==> src/rtl/skpt_pkg.sv <==
`timescale 1ns / 1ps
package skpt_pkg;

  localparam int HASH_W   = 35;
  localparam int POW_W    = 30;
  localparam logic [POW_W-1:0] HASH_MOD = POW_W'(1000000009);
  localparam int HASH_BASE = 31;
  localparam int CHAR_W   = 7;
  localparam int REC_W    = 16;
  localparam int STATUS_W = 3;
  localparam int SLOT_OUT_W = 4;

  typedef enum logic [1:0] {
    KIND_CLEAR  = 2'd0,
    KIND_INSERT = 2'd1,
    KIND_SEARCH = 2'd2,
    KIND_NONE   = 2'd3
  } kind_t;

  typedef enum logic [STATUS_W-1:0] {
    RS_INSERTED  = 3'd0,
    RS_FOUND     = 3'd1,
    RS_NOT_FOUND = 3'd2,
    RS_FULL      = 3'd3,
    RS_TOO_LONG  = 3'd4,
    RS_CLEARED   = 3'd5
  } res_t;

  typedef enum logic [3:0] {
    S_IDLE, S_DECIDE, S_HASH, S_DRAIN, S_MOD, S_HOME, S_PROBE,
    S_CMP_RD, S_CMP_CK, S_CPY_RD, S_CPY_WR, S_RESULT
  } state_t;

  typedef struct packed {
    logic  name_wr;
    logic  name_last;
    logic  op_init;
    logic  cnt_clr;
    logic  cnt_inc;
    logic  hash_issue;
    logic  mod_step;
    logic  home_load;
    logic  probe_adv;
    logic  slot_claim;
    logic  slot_wr;
    logic  tbl_clear;
    logic  res_load;
    res_t  res_code;
    logic  res_hit;
    logic  res_found;
  } cmd_t;

  typedef struct packed {
    kind_t kind;
    logic  ovf;
    logic  short_name;
    logic  cnt_hash_last;
    logic  cnt_mod_last;
    logic  cnt_len_last;
    logic  hash_busy;
    logic  slot_empty;
    logic  len_eq;
    logic  probe_last;
    logic  char_eq;
    logic  out_free;
  } sts_t;

  // 31^k mod (1e9+9), elaboration only
  function automatic logic [POW_W-1:0] pow_mod(input int k);
    logic [63:0] p;
    p = 64'd1;
    for (int i = 0; i < k; i++) begin
      p = (p * 64'(HASH_BASE)) % 64'(HASH_MOD);
    end
    return p[POW_W-1:0];
  endfunction

endpackage

==> src/rtl/skpt_ctrl.sv <==
`timescale 1ns / 1ps
module skpt_ctrl (
  input  logic          clk,
  input  logic          rst_n,
  input  logic          in_tvalid,
  input  logic          in_tlast,
  output logic          in_tready,
  input  skpt_pkg::sts_t sts,
  output skpt_pkg::cmd_t cmd
);
  import skpt_pkg::*;

  state_t state_r, state_nxt;
  res_t   res_r, res_nxt;
  logic   hit_r, hit_nxt;
  logic   found_r, found_nxt;
  logic   is_insert;

  assign is_insert = (sts.kind == KIND_INSERT);

  always_ff @(posedge clk) begin
    if (!rst_n) begin
      state_r <= S_IDLE;
      res_r   <= RS_INSERTED;
      hit_r   <= 1'b0;
      found_r <= 1'b0;
    end else begin
      state_r <= state_nxt;
      res_r   <= res_nxt;
      hit_r   <= hit_nxt;
      found_r <= found_nxt;
    end
  end

  always_comb begin
    state_nxt = state_r;
    res_nxt   = res_r;
    hit_nxt   = hit_r;
    found_nxt = found_r;
    case (state_r)
      S_IDLE: begin
        if (in_tvalid && in_tlast) state_nxt = S_DECIDE;
      end
      S_DECIDE: begin
        hit_nxt   = 1'b0;
        found_nxt = 1'b0;
        if (sts.ovf) begin
          res_nxt   = RS_TOO_LONG;
          state_nxt = S_RESULT;
        end else begin
          case (sts.kind)
            KIND_CLEAR: begin
              res_nxt   = RS_CLEARED;
              state_nxt = S_RESULT;
            end
            KIND_INSERT, KIND_SEARCH: begin
              state_nxt = sts.short_name ? S_PROBE : S_HASH;
            end
            default: state_nxt = S_IDLE;
          endcase
        end
      end
      S_HASH: begin
        if (sts.cnt_hash_last) state_nxt = S_DRAIN;
      end
      S_DRAIN: begin
        if (!sts.hash_busy) state_nxt = S_MOD;
      end
      S_MOD: begin
        if (sts.cnt_mod_last) state_nxt = S_HOME;
      end
      S_HOME: state_nxt = S_PROBE;
      S_PROBE: begin
        if (is_insert) begin
          if (sts.slot_empty) begin
            res_nxt   = RS_INSERTED;
            hit_nxt   = 1'b1;
            state_nxt = S_CPY_RD;
          end else if (sts.probe_last) begin
            res_nxt   = RS_FULL;
            state_nxt = S_RESULT;
          end
        end else begin
          if (sts.slot_empty) begin
            res_nxt   = RS_NOT_FOUND;
            state_nxt = S_RESULT;
          end else if (sts.len_eq) begin
            state_nxt = S_CMP_RD;
          end else if (sts.probe_last) begin
            res_nxt   = RS_NOT_FOUND;
            state_nxt = S_RESULT;
          end
        end
      end
      S_CMP_RD: state_nxt = S_CMP_CK;
      S_CMP_CK: begin
        if (!sts.char_eq) begin
          if (sts.probe_last) begin
            res_nxt   = RS_NOT_FOUND;
            state_nxt = S_RESULT;
          end else begin
            state_nxt = S_PROBE;
          end
        end else if (sts.cnt_len_last) begin
          res_nxt   = RS_FOUND;
          hit_nxt   = 1'b1;
          found_nxt = 1'b1;
          state_nxt = S_RESULT;
        end else begin
          state_nxt = S_CMP_RD;
        end
      end
      S_CPY_RD: state_nxt = S_CPY_WR;
      S_CPY_WR: begin
        state_nxt = sts.cnt_len_last ? S_RESULT : S_CPY_RD;
      end
      S_RESULT: begin
        if (sts.out_free) state_nxt = S_IDLE;
      end
      default: state_nxt = S_IDLE;
    endcase
  end

  always_comb begin
    cmd          = '0;
    cmd.res_code = res_r;
    cmd.res_hit  = hit_r;
    cmd.res_found = found_r;
    in_tready    = 1'b0;
    case (state_r)
      S_IDLE: begin
        in_tready     = 1'b1;
        cmd.name_wr   = in_tvalid;
        cmd.name_last = in_tvalid && in_tlast;
      end
      S_DECIDE: begin
        cmd.op_init   = 1'b1;
        cmd.cnt_clr   = 1'b1;
        cmd.tbl_clear = !sts.ovf && (sts.kind == KIND_CLEAR);
      end
      S_HASH: begin
        cmd.hash_issue = 1'b1;
        cmd.cnt_inc    = !sts.cnt_hash_last;
        cmd.cnt_clr    = sts.cnt_hash_last;
      end
      S_MOD: begin
        cmd.mod_step = 1'b1;
        cmd.cnt_inc  = 1'b1;
      end
      S_HOME: cmd.home_load = 1'b1;
      S_PROBE: begin
        cmd.cnt_clr = 1'b1;
        if (is_insert) begin
          cmd.slot_claim = sts.slot_empty;
          cmd.probe_adv  = !sts.slot_empty && !sts.probe_last;
        end else begin
          cmd.probe_adv = !sts.slot_empty && !sts.len_eq && !sts.probe_last;
        end
      end
      S_CMP_CK: begin
        cmd.probe_adv = !sts.char_eq && !sts.probe_last;
        cmd.cnt_inc   = sts.char_eq && !sts.cnt_len_last;
      end
      S_CPY_WR: begin
        cmd.slot_wr = 1'b1;
        cmd.cnt_inc = !sts.cnt_len_last;
      end
      S_RESULT: cmd.res_load = sts.out_free;
      default: ;
    endcase
  end
endmodule

==> config.mk <==
export PLATFORM = sky130hd
export DESIGN_NAME = skpt_ctrl
export DESIGN_NICKNAME = d
export VERILOG_FILES = /design/src/rtl/skpt_pkg.sv /design/src/rtl/skpt_ctrl.sv
export SDC_FILE = /design/constraint.sdc
export NUM_CORES = 1
export LEC_CHECK = 0
export ABC_AREA = 1
export BUFFER_PORTS_ARGS = -buffer_cell sky130_fd_sc_hd__buf_4
export CAP_MARGIN = 20
export CORE_AREA = 3 3 52 54
export CTS_BUF_LIST = sky130_fd_sc_hd__clkbuf_4 sky130_fd_sc_hd__clkbuf_8
export DETAILED_ROUTE_END_ITERATION = 8
export DIE_AREA = 0 0 55 57
export PLACE_DENSITY_LB_ADDON = 0.08
export SETUP_SLACK_MARGIN = 0.15
export SLEW_MARGIN = 20
export SYNTH_ARGS = -nofsm -noshare
export SYNTH_HDL_FRONTEND = slang
export SYNTH_SLANG_ARGS = --single-unit
==> constraint.sdc <==
create_clock -name clk -period 3.1 [get_ports clk]
set_input_delay 0.31 -clock clk [delete_from_list [all_inputs] [get_ports clk]]
set_output_delay 0.31 -clock clk [all_outputs]
set_load 0.02 [all_outputs]
After elaboration in Yosys (flattened, before gate mapping) --
Index checks and enable logic that the tools add are counted.
Cells by class: reduce and logical (&&, ||, !) cells 24, equality and inequality tests 26, mux-type cells 50
Operator list (count):
- 4-bit two-way mux | 14
- 4-bit case mux with 12 select lines | 1
- 3-bit two-way mux | 11
- 2-bit inequality test (second input constant) | 9
- 4-bit by 3-bit equality test with 1-bit output (second input constant) | 4
- 4-bit equality test (second input constant) | 4
- 1-bit two-way mux | 15
- 5-bit AND reduction | 3
- 3-bit case mux with 3 select lines | 1
- 4-bit by 2-bit equality test with 1-bit output (second input constant) | 2
- 4-bit inequality test (second input constant) | 2
- 4-bit case mux with 2 select lines | 1
- 1-bit logical AND | 7
- 1-bit zero test | 7
- 3-bit inequality test (second input constant) | 2
- 1-bit case mux with 2 select lines | 3
- 4-bit by 1-bit equality test with 1-bit output (second input constant) | 1
- 4-bit zero test | 1
- 2-bit two-way mux | 2
- 1-bit case mux with 4 select lines | 1
- 2-bit OR reduction | 2
- 1-bit case mux with 3 select lines | 1
- 3-bit AND reduction | 1
- 3-bit nonzero test | 1
- 4 further kinds | 4
Word-level totals: input port bits 17, flip-flop bits (word level) 9, logic and storage cells 104

Longest topological paths before layout --
Gate-level depths: netlist (run 1).
depth after elaboration 5, mapped depth 10, mapped depth without buffers 10

Worst setup path before layout (run 1) --
OpenSTA, ideal clock, no wires.
path type reg-to-output, start reg state_r[2], end out cmd[16] (netlist bit), slack 1340 ps, arrival time 1450 ps, cell stages (with the launch flop) 6, cells stage by stage dfxtp_1 nor2_2 inv_1 nor2_1 inv_1 nor2_1
RTL lines:
- start, declared | line skpt_ctrl.sv:13 | state_t state_r, state_nxt;
- start signal, assigned | line skpt_ctrl.sv:28 | state_r <= state_nxt;
- end, declared | line skpt_ctrl.sv:9 | output skpt_pkg::cmd_t cmd

==> summary.md, run 1 <==
| Metric | Value |
|---|---|
| Status | `completed` |
| RSZ-0062 raised after global routing | `false` |
| Net Sw Power | `around 460 uW` |
| # port buffers | `35` |
| Design Area, Final | `approximately 1300 um2` |
| Largest net degree at the start of global routing | `10` |
| Synthesized cell area | `about 1000 um2` |
| Placed cell area | `1280 um2` |
| CTS tree | `built` |
| CP Data Arrival Time | `roughly 1.6 ns` |
| Switching Fraction | `51.8%` |
| Internal power | `between 400 and 500 uW` |
| Synth Area per Inst | `approximately 5.5 um2` |
| Post-CTS sizing | `0` |
| Root Driver | `clkbuf_4` |
| Routed wire length | `between 2000 and 3000 um` |
| Non-filler cells, final | `roughly 250` |
| Yosys reg bits | `9` |
| Postcts setup bufs | `0` |
| # DRC | `0` |
| Slowest stage delay, CP | `approximately 0.4 ns` |
| Synth cell types | `20` |
| CP required | `between 2 and 3 ns` |
| Worst hold path depth | `3` |
| Critical Path Sink Type | `primary output` |
| Fin. Hold Viols | `0` |
| Relative slew slack | `a little under three quarters` |
| Post-DP HPWL | `about 2500 um` |
| 1st-iter DRT viols | `49` |
| Slowest-stage cell, CP | `nor2_2` |
| Gr usage total | `between 10% and 20%` |
| Reg clk slew, reported paths | `about 0.06 ns` |
| CTS Hold Bufs | `0` |
| Vert. Die Dim | `roughly 57 um` |
| Placed cells | `roughly 240` |
| Initial Utilization | `between 40 and 50%` |
| Syn Nets | `200` |
| Synth area leader | `dfxtp_1` |
| Part of the power in registers | `a little over a fifth` |
| DR vias/cell | `5.00` |
| Static leakage | `0.740 nW` |
| Io pins | `36` |
| Sequential element share of the synthesized area | `18.1%` |
| Layout cells sized above 1 | `roughly a quarter` |
| Hold WC Path Type | `in2reg` |
| Period utilization | `approximately three fifths` |
| GR Overflow Total | `0` |
| Pre-CTS setup slack | `roughly 1.5 ns` |
| CP Max Fanout | `9` |
| Setup Skew | `0.00363 ns` |
| Total negative slack | `0 ns` |
| Critical path depth in cells | `6` |
| Initial antenna violation count | `0` |
| Clock Sinks | `9` |
| Filler cell count in the final layout | `242` |
| H-tree lvl count | `1` |
| Worst Path Buf+Inv | `3` |
| Die Wd | `55 um` |
| Clk network pwr share | `11.2%` |
| Crit path kind | `reg2out` |
| Max clock buf depth | `2` |
| Combinational Power Share | `67.4%` |
| Total iterations of the first detailed-routing run | `4` |
| Slew Limit Fails | `0` |
| Cell area power density | `slightly below 700 nW/um2` |
| Final Setup Violations | `0` |
| First-pass GRT wire length | `~4700 um` |
| Yosys top cell area share | `a little under a fifth` |
| Crit-path cells | `nor2_2 -> inv_1 -> nor2_1 -> inv_1 -> nor2_1 -> buf_4` |
| Nets | `roughly 240` |
| Area of the multi-input gates | `roughly 670 um2` |
| Antenna Nets Post-Route | `0` |
| Max Cap Viol | `0` |
| Clock Latency Late Sink | `about 0.26 ns` |
| Inserted Clock Buffers | `3` |
| Worst-Margin Slew | `approximately 0.43 ns` |
| Hold WS | `around 0.26 ns` |
| Largest delay contributor family on the critical path | `simple AND/OR/NAND/NOR gates` |
| WL per Instance | `11.8 um` |
| Fin crit period | `about 1.9 ns` |
| Row cnt | `17` |
| Top cells by area, synth | `dfxtp_1 (18%), nand2_1 (17%), nand3_1 (13%)` |
| Setup ws final | `about 1.2 ns` |
| P&R area growth vs syn | `31.4%` |
| Worst R2R Path Depth | `6` |
| Fmax | `~0.53 GHz` |
| # diodes | `0` |
| Register area | `between 150 and 200 um2` |
| Die Footprint | `~3100 um2` |
| Core area | `2250 um2` |
| VDD IR max | `approximately 0.00056 V` |
| Cell count after synthesis | `180` |
| RD Place Congestion | `~0.86` |
| Yosys Warn Count | `0` |
| Vias in the first global route | `1113` |
| Setup crit start kind | `flop` |
| DR vias | `about 1200` |
-- logic make-up (layout without fill, tap and decap cells) --
family | Yosys count | after routing | share of synthesized area (%)
flip-flops | 9 | 9 | 18.1
AND/OR/NAND/NOR | 112 | 112 | 53.4
AO/OA/AOI/OAI | 19 | 19 | 10.0
adder cells (fa/ha/maj) | 3 | 3 | 3.76
buffers and inverters | 37 | 74 | 14.7
-- cell type report --
| cell class | count | share of cell area [%] |
|---|---|---|
| Sequential cell | 9 | 13.8 |
| Multi-Input combinational cell | 134 | 51.2 |
| Clock buffer | 4 | 2.29 |
| Inverter | 35 | 10.0 |
| Tap cell | 28 | 2.67 |
| Timing Repair Buffer | 35 | 20.1 |
-- cell usage in the layout (no fill, tap or decap), drive strengths merged --
cell type | Yosys | final
o22ai | 2 | 2
nand2 | 49 | 49
inv | 35 | 35
nor2 | 31 | 31
buf | 2 | 35
a21oi | 7 | 7
nor3 | 1 | 1
ha | 3 | 3
clkbuf | 0 | 4
nand4 | 2 | 2
nand3 | 28 | 28
nand3b | 1 | 1
o21ai | 9 | 9
o211ai | 1 | 1
dfxtp | 9 | 9
-- worst paths after layout --
| check | startpoint | endpoint | slack, ns |
|---|---|---|---|
| max | state_r[2]$_SDFFE_PN0P_ | cmd[17] | 1.21 |
| min | rst_n | state_r[3]$_SDFFE_PN0P_ | 0.26 |
| max reg2reg | state_r[1]$_SDFFE_PN0P_ | state_r[1]$_SDFFE_PN0P_ | 1.66 |
| min reg2reg | found_r$_SDFFE_PN0P_ | found_r$_SDFFE_PN0P_ | 0.46 |
-- routing by layer --
layer  up-vias  wire length, um  global-route usage, %
met5         -                0                      0
met4         0               47                   7.29
met3         5              175                  0.783
met2        35             1290                   31.4
met1       547             1380                   27.9
li1        638                -                      -
-- synthesized netlist by cell type --
cell and count:
nand4_1 2, o22ai_1 2, dfxtp_1 9, nand2_2 2
nor2_4 1, ha_1 3, nor3_1 1, nor2_2 6
o21ai_0 9, nand3b_1 1, nand2_4 2, inv_1 32
buf_4 2, inv_2 3, nand3_4 2, a21oi_1 7
nor2_1 24, o211ai_1 1, nand3_1 26, nand2_1 45
-- metrics by stage --
| step | power, mW | util (%) |
|---|---|---|
| after floorplan | 0.596 | - |
| after global placement | 0.782 | 56.8 |
| after detailed placement | 0.784 | 56.8 |
| after CTS | 0.885 | 58.1 |
| after global routing | 0.967 | 58.1 |
| final | 0.884 | 58.1 |
-- power groups by stage --
stage	sequential [mW]	clock [mW]	combinational, mW
floorplan	0.197	0	0.399
global placement	0.189	0	0.593
detailed placement	0.190	0	0.594
CTS	0.188	0.101	0.596
global route	0.194	0.108	0.665
finish	0.189	0.0991	0.596
-- state kept, by name, indices dropped and copies added (netlist names) --
| register | count |
|---|---|
| state_r | 4 |
| res_r | 3 |
| found_r | 1 |
| hit_r | 1 |
-- worst register-to-register path: stages, from the launching register on --
cell and delay, ns:
dfxtp_1 0.49, nand2_2 0.13, nor2_2 0.24, o21ai_0 0.19
nand3_1 0.16, nand2_1 0.06, a21oi_1 0.11
Note: power is estimated with default switching activity, not from simulation.
==> inputs of run 2 (changes only) <==
clock period = 2 ns   (was 3.1 ns; I/O delays follow)
==> summary.md, run 2 (synthesis gave the netlist of run 1 again) <==
| Metric | Value |
|---|---|
| CP Data Arrival Time | `1.56 ns (was 1.58 ns)` |
| Critical Path Sink Type | `primary output (unchanged)` |
| Routed wire length | `2880 um (was 2890 um)` |
| 1st-iter DRT viols | `41 (was 49)` |
| Regs by FF count | `state_r (4), res_r (3) (unchanged)` |
| Worst hold path depth | `3 (unchanged)` |
| Setup crit start kind | `flop (unchanged)` |
| Combinational Power Share | `67.7% (was 67.4%)` |
| Crit path kind | `reg2out (unchanged)` |
| # port buffers | `35 (unchanged)` |
| Cell area power density | `1040 nW/um2 (was 674 nW/um2)` |
| Fmax | `around 0.57 GHz` |
| Tot Pwr | `1.36 mW (was 884 uW)` |
| CP Max Fanout | `9 (unchanged)` |
| Flop-to-flop setup slack | `0.56 ns (was 1.66 ns)` |
| Row cnt | `17 (unchanged)` |
| Nets | `238 (unchanged)` |
| RSZ-0062 raised after global routing | `true (was false)` |
| Initial antenna violation count | `0 (unchanged)` |
| Vias in the first global route | `1007 (was 1113)` |
| Layout cells sized above 1 | `25.3% (unchanged)` |
| WL per Instance | `11.8 um (about the same)` |
| Max Cap Viol | `0 (unchanged)` |
| RD Place Congestion | `0.958 (was 0.857)` |
| Largest net degree at the start of global routing | `10 (unchanged)` |
| Io pins | `36 (unchanged)` |
| Slew Limit Fails | `0 (unchanged)` |
| Hold WC Path Type | `in2reg (unchanged)` |
| Worst-Margin Slew | `0.432 ns (was 0.435 ns)` |
| Switching Fraction | `51.4% (was 51.8%)` |
| Initial Utilization | `44.2% (unchanged)` |
| CP required | `1.80 ns (was 2.79 ns)` |
| DR vias/cell | `5.02 (was 5.00)` |
| P&R area growth vs syn | `31.4% (unchanged)` |
| CTS Hold Bufs | `0 (unchanged)` |
| Status | `completed (unchanged)` |
| Root Driver | `clkbuf_4 (unchanged)` |
| # DRC | `0 (unchanged)` |
| Clock Latency Late Sink | `0.26 ns (about the same)` |
| Clock Sinks | `9 (unchanged)` |
| Gr usage total | `18.7% (was 19.8%)` |
| CTS tree | `built (unchanged)` |
| GR Overflow Total | `0 (unchanged)` |
| Most common cell after layout, fill and taps aside | `nand2_1 (unchanged)` |
| Post-CTS sizing | `0 (unchanged)` |
| Final Setup Violations | `0 (unchanged)` |
| Period utilization | `87.9%` |
| Part of the power in registers | `21.4% (about the same)` |
| Reg clk slew, reported paths | `0.06 ns (about the same)` |
| Core area | `2250 um2 (unchanged)` |
| Fin. Hold Viols | `0 (unchanged)` |
| # diodes | `0 (unchanged)` |
| VDD IR max | `0.000837 V (was 0.000556 V)` |
| Largest register FFs | `4 (unchanged)` |
| Total iterations of the first detailed-routing run | `4 (unchanged)` |
| Most frequent cells in the layout | `nand2_1 (45), buf_4 (35), inv_1 (32) (unchanged)` |
| Inserted Clock Buffers | `3 (unchanged)` |
| Postcts setup bufs | `0 (unchanged)` |
| Fin crit period | `1.76 ns` |
| Setup Skew | `0.00470 ns (was 0.00363 ns)` |
| Internal power | `661 uW (was 426 uW)` |
| Net Sw Power | `700 uW (was 457 uW)` |
| Clk network pwr share | `10.9% (was 11.2%)` |
| H-tree lvl count | `1 (unchanged)` |
| Total negative slack | `0 ns (unchanged)` |
| Relative slew slack | `71.1% (was 71.0%)` |
| Vert. Die Dim | `57 um (unchanged)` |
| Worst R2R Path Depth | `7 (was 6)` |
| Static leakage | `0.740 nW (unchanged)` |
| Largest reg by FF count | `state_r (unchanged)` |
| Max clock buf depth | `2 (unchanged)` |
| Antenna Nets Post-Route | `0 (unchanged)` |
| Die Footprint | `3140 um2 (unchanged)` |
| DR vias | `1230 (was 1225)` |
| Die Wd | `55 um (unchanged)` |
| First-pass GRT wire length | `4410 um (was 4660 um)` |
| Post-DP HPWL | `2440 um (was 2450 um)` |
[run 2: final cells by class]
class	instances	area (um2)
fillers	248	945
multi-input cells	134	671
repair buffers	35	263
flip-flops and latches	9	180
inverters	35	131
well taps	28	35.0
clock buffers	4	30.0
[run 2: routing by layer]
| metal | global-route usage [%] | vias to the layer above | part of all wire [%] |
|---|---|---|---|
| li1 | - | 641 | - |
| met1 | 28.5 | 542 | 48 |
| met2 | 27.7 | 45 | 45 |
| met3 | 1.57 | 2 | 6.7 |
| met4 | 5.21 | 0 | 0.56 |
| met5 | 0 | - | 0 |
[run 2: power groups by stage]
stage / clock network, mW / logic, mW / registers [mW]
CTS: 0.155 / 0.924 / 0.291
floorplan: 0 / 0.618 / 0.305
detailed placement: 0 / 0.920 / 0.295
finish: 0.149 / 0.921 / 0.291
global placement: 0 / 0.914 / 0.293
global route: 0.165 / 1.02 / 0.300
[run 2: worst paths after layout]
check,from,to
max reg2reg,state_r[2]$_SDFFE_PN0P_,res_r[2]$_SDFFE_PN0P_
min,rst_n,state_r[3]$_SDFFE_PN0P_
min reg2reg,hit_r$_SDFFE_PN0P_,hit_r$_SDFFE_PN0P_
max,state_r[2]$_SDFFE_PN0P_,cmd[14]
[run 2: per-stage QoR]
stage          setup WS, ns  area (um2)  utilization (%)  instances  hold slack [ns]
6_report              0.242        1310             58.1        245            0.153
5_1_grt               0.146        1310             58.1        245            0.148
4_1_cts               0.234        1310             58.1        245            0.144
3_5_place_dp          0.522        1280             56.8        241            0.416
3_3_place_gp          0.515        1280             56.8        241            0.410
2_1_floorplan         0.350         997                -        180            0.298
[run 2: worst max-delay path, stage by stage, from the launching register on]
cell	delay [ns]
dfxtp_1	0.37
nor2_2	0.39
nand2_1	0.17
o211ai_1	0.20
buf_4	0.17
==> inputs of run 3 (changes only) <==
ABC_AREA = not set   (was 1)
CORE_AREA = 3 3 53 55   (was 3 3 52 54)
DIE_AREA = 0 0 56 58   (was 0 0 55 57)
clock period = 2.25 ns   (was 2 ns; I/O delays follow)
==> summary.md, run 3 <==
| Metric | Value |
|---|---|
| Status | `completed (unchanged)` |
| Synth Area per Inst | `7.30 um2 (was 5.54 um2)` |
| Yosys Warn Count | `0 (unchanged)` |
| Crit path kind | `reg2out (unchanged)` |
| Fin util | `56.2% (was 58.1%)` |
| Internal power | `732 uW (was 661 uW)` |
| Worst-Margin Slew | `0.452 ns (was 0.432 ns)` |
| Hold WS | `0.243 ns (was 0.153 ns)` |
| Combinational Power Share | `68.6% (was 67.7%)` |
| CP Max Fanout | `9 (unchanged)` |
| Antenna Nets Post-Route | `0 (unchanged)` |
| Setup crit start kind | `flop (unchanged)` |
| Most common cell after layout, fill and taps aside | `buf_4 (was nand2_1)` |
| Clock Sinks | `9 (unchanged)` |
| Post-DP HPWL | `2220 um (was 2440 um)` |
| Clock Latency Late Sink | `0.26 ns (about the same)` |
| Synthesized cell area | `1040 um2 (was 997 um2)` |
| Cell count after synthesis | `143 (was 180)` |
| Total negative slack | `0 ns (unchanged)` |
| CTS tree | `built (unchanged)` |
| Non-filler cells, final | `204 (was 245)` |
| Initial antenna violation count | `0 (unchanged)` |
| Switching Fraction | `47.0% (was 51.4%)` |
| Synth cell types | `54 (was 20)` |
| Total iterations of the first detailed-routing run | `4 (unchanged)` |
| DR vias | `1181 (was 1230)` |
| Most frequent cell after synthesis | `nand2_1 (unchanged)` |
| P&R area growth vs syn | `30.9% (was 31.4%)` |
| Top cells by area, synth | `dfxtp_1 (17%), nand2_1 (5.4%), nand2b_1 (4.2%) (was dfxtp_1 (18%), nand2_1 (17%), nand3_1 (13%))` |
| Period utilization | `89.1%` |
| Most frequent cells in the layout | `buf_4 (41), nand2_1 (15), nor2_1 (11) (was nand2_1 (45), buf_4 (35), inv_1 (32))` |
| Final Setup Violations | `0 (unchanged)` |
| Cell area power density | `1010 nW/um2 (was 1040 nW/um2)` |
| # port buffers | `35 (unchanged)` |
| RD Place Congestion | `0.888 (was 0.958)` |
| GR Overflow Total | `0 (unchanged)` |
| Vert. Die Dim | `58 um (was 57 um)` |
| Row cnt | `18 (was 17)` |
| First-pass GRT wire length | `4930 um (was 4410 um)` |
| Max Cap Viol | `0 (unchanged)` |
| Sequential element share of the synthesized area | `17.3% (was 18.1%)` |
| Die Wd | `56 um (was 55 um)` |
| CP required | `2.03 ns (was 1.80 ns)` |
| WL per Instance | `14.2 um (was 11.8 um)` |
| Ys flop type | `dfxtp_1 (unchanged)` |
| Die Footprint | `3250 um2 (was 3140 um2)` |
| Initial Utilization | `42.9% (was 44.2%)` |
| Relative slew slack | `69.4% (was 71.1%)` |
| Core area | `2430 um2 (was 2250 um2)` |
| 1st-iter DRT viols | `52 (was 41)` |
| Routed wire length | `2900 um (was 2880 um)` |
| Largest reg by FF count | `state_r (unchanged)` |
| Nets | `195 (was 238)` |
| Vias in the first global route | `1050 (was 1007)` |
| Fmax | `between 0.4 and 0.5 GHz` |
| Reg clk slew, reported paths | `0.06 ns (about the same)` |
| Number of synthesized flops with an enable pin | `0 (unchanged)` |
| Root Driver | `clkbuf_4 (unchanged)` |
| # diodes | `0 (unchanged)` |
| Max clock buf depth | `2 (unchanged)` |
| Net Sw Power | `649 uW (was 700 uW)` |
| VDD IR max | `0.000791 V (was 0.000837 V)` |
| Hold WC Path Type | `in2reg (unchanged)` |
| Io pins | `36 (unchanged)` |
| Fin. Hold Viols | `0 (unchanged)` |
| Part of the power in registers | `21.4% (about the same)` |
| CP Data Arrival Time | `1.78 ns (was 1.56 ns)` |
| Syn Nets | `163 (was 200)` |
| Largest net degree at the start of global routing | `19 (was 10)` |
| Placed cells | `200 (was 241)` |
| Layout cells sized above 1 | `33.3% (was 25.3%)` |
| H-tree lvl count | `1 (unchanged)` |
| Setup Skew | `0.00172 ns (was 0.00470 ns)` |
| Yosys reg bits | `9 (unchanged)` |
| Gr usage total | `18.3% (was 18.7%)` |
| Critical Path Sink Type | `primary output (unchanged)` |
| Most common library cells after synthesis | `nand2_1 (15), nor2_1 (11), inv_1 (10), dfxtp_1 (9) (was nand2_1 (45), inv_1 (32), nand3_1 (26), nor2_1 (24))` |
| Slew Limit Fails | `0 (unchanged)` |
| Regs by FF count | `state_r (4), res_r (3) (unchanged)` |
| Yosys top cell area share | `17.3% (was 18.1%)` |
| Largest register FFs | `4 (unchanged)` |
| Postcts setup bufs | `0 (unchanged)` |
| RSZ-0062 raised after global routing | `false (was true)` |
| # DRC | `0 (unchanged)` |
| DR vias/cell | `5.79 (was 5.02)` |
| Async set or reset register ratio after synthesis | `0% (unchanged)` |
| Static leakage | `0.583 nW (was 0.740 nW)` |
| Inserted Clock Buffers | `3 (unchanged)` |
| Fin crit period | `roughly 2.0 ns` |
| Clk network pwr share | `10.0% (was 10.9%)` |
| Synth area leader | `dfxtp_1 (unchanged)` |
==> run 3: final cells by class <==
| class | instances | area (um2) |
|---|---|---|
| well taps | 30 | 37.5 |
| clock buffers | 4 | 30.0 |
| flip-flops and latches | 9 | 183 |
| multi-input cells | 110 | 771 |
| fillers | 247 | 1070 |
| repair buffers | 41 | 308 |
| inverters | 10 | 37.5 |
==> run 3: path summary, 6_finish.rpt <==
check | start | end | slack, ns | cells after the start
hold / removal | rst_n | state_r[3]$_SDFFE_PN0P_ | 0.24 | 2
setup reg to reg | state_r[1]$_SDFFE_PN0P_ | res_r[1]$_SDFFE_PN0P_ | 0.39 | 5
setup / recovery | state_r[0]$_SDFFE_PN0P_ | cmd[13] | 0.25 | 5
hold reg to reg | hit_r$_SDFFE_PN0P_ | hit_r$_SDFFE_PN0P_ | 0.44 | 2
==> run 3: logic make-up (layout without fill, tap and decap cells) <==
family          after synthesis  count (layout)  share of synthesized area, %
compound gates               40              40                          29.0
flops                         9               9                          17.3
xor+xnor                      1               1                         0.839
fa+ha+maj                     3               3                          3.60
mux                           2               2                          2.04
simple gates                 64              64                          36.2
buf+inv                      24              55                          11.0
==> run 3: what timing repair did <==
| action | 4_1_cts | 5_1_grt |
|---|---|---|
| gates resized for setup | 1 | 3 |
| endpoints found under the setup margin | 1 | 2 |
| hold buffers | 0 | 0 |
==> run 3: power groups by stage <==
stage | Sequential [mW] | Clock, mW | Combinational [mW]
final | 0.295 | 0.138 | 0.948
after global routing | 0.309 | 0.148 | 1.04
after CTS | 0.291 | 0.143 | 0.944
after detailed placement | 0.292 | 0 | 0.939
after global placement | 0.293 | 0 | 0.935
after floorplan | 0.283 | 0 | 0.660
==> run 3: routing by layer <==
metal / vias up / global-route usage, % / wire (um) / share of wire, %
met4: 0 / 5.08 / 16 / 0.55
met2: 45 / 27.4 / 1300 / 45
li1: 595 / - / - / -
met1: 539 / 28.1 / 1400 / 48
met3: 2 / 1.34 / 186 / 6.4
met5: - / 0 / 0 / 0
==> run 3: critical path, cell delays in order (launching register included) <==
cell,delay [ns]
dfxtp_1,0.40
or4b_2,0.73
inv_1,0.10
a21oi_1,0.04
o21ai_0,0.09
buf_4,0.16
==> run 3: stage by stage <==
stage | area (um2) | worst slack, ns | power, mW
floorplan | 1060 | 0.151 | 0.943
global placement | 1320 | 0.441 | 1.23
detailed placement | 1320 | 0.418 | 1.23
CTS | 1360 | 0.169 | 1.38
global route | 1370 | 0.151 | 1.50
finish | 1370 | 0.246 | 1.38
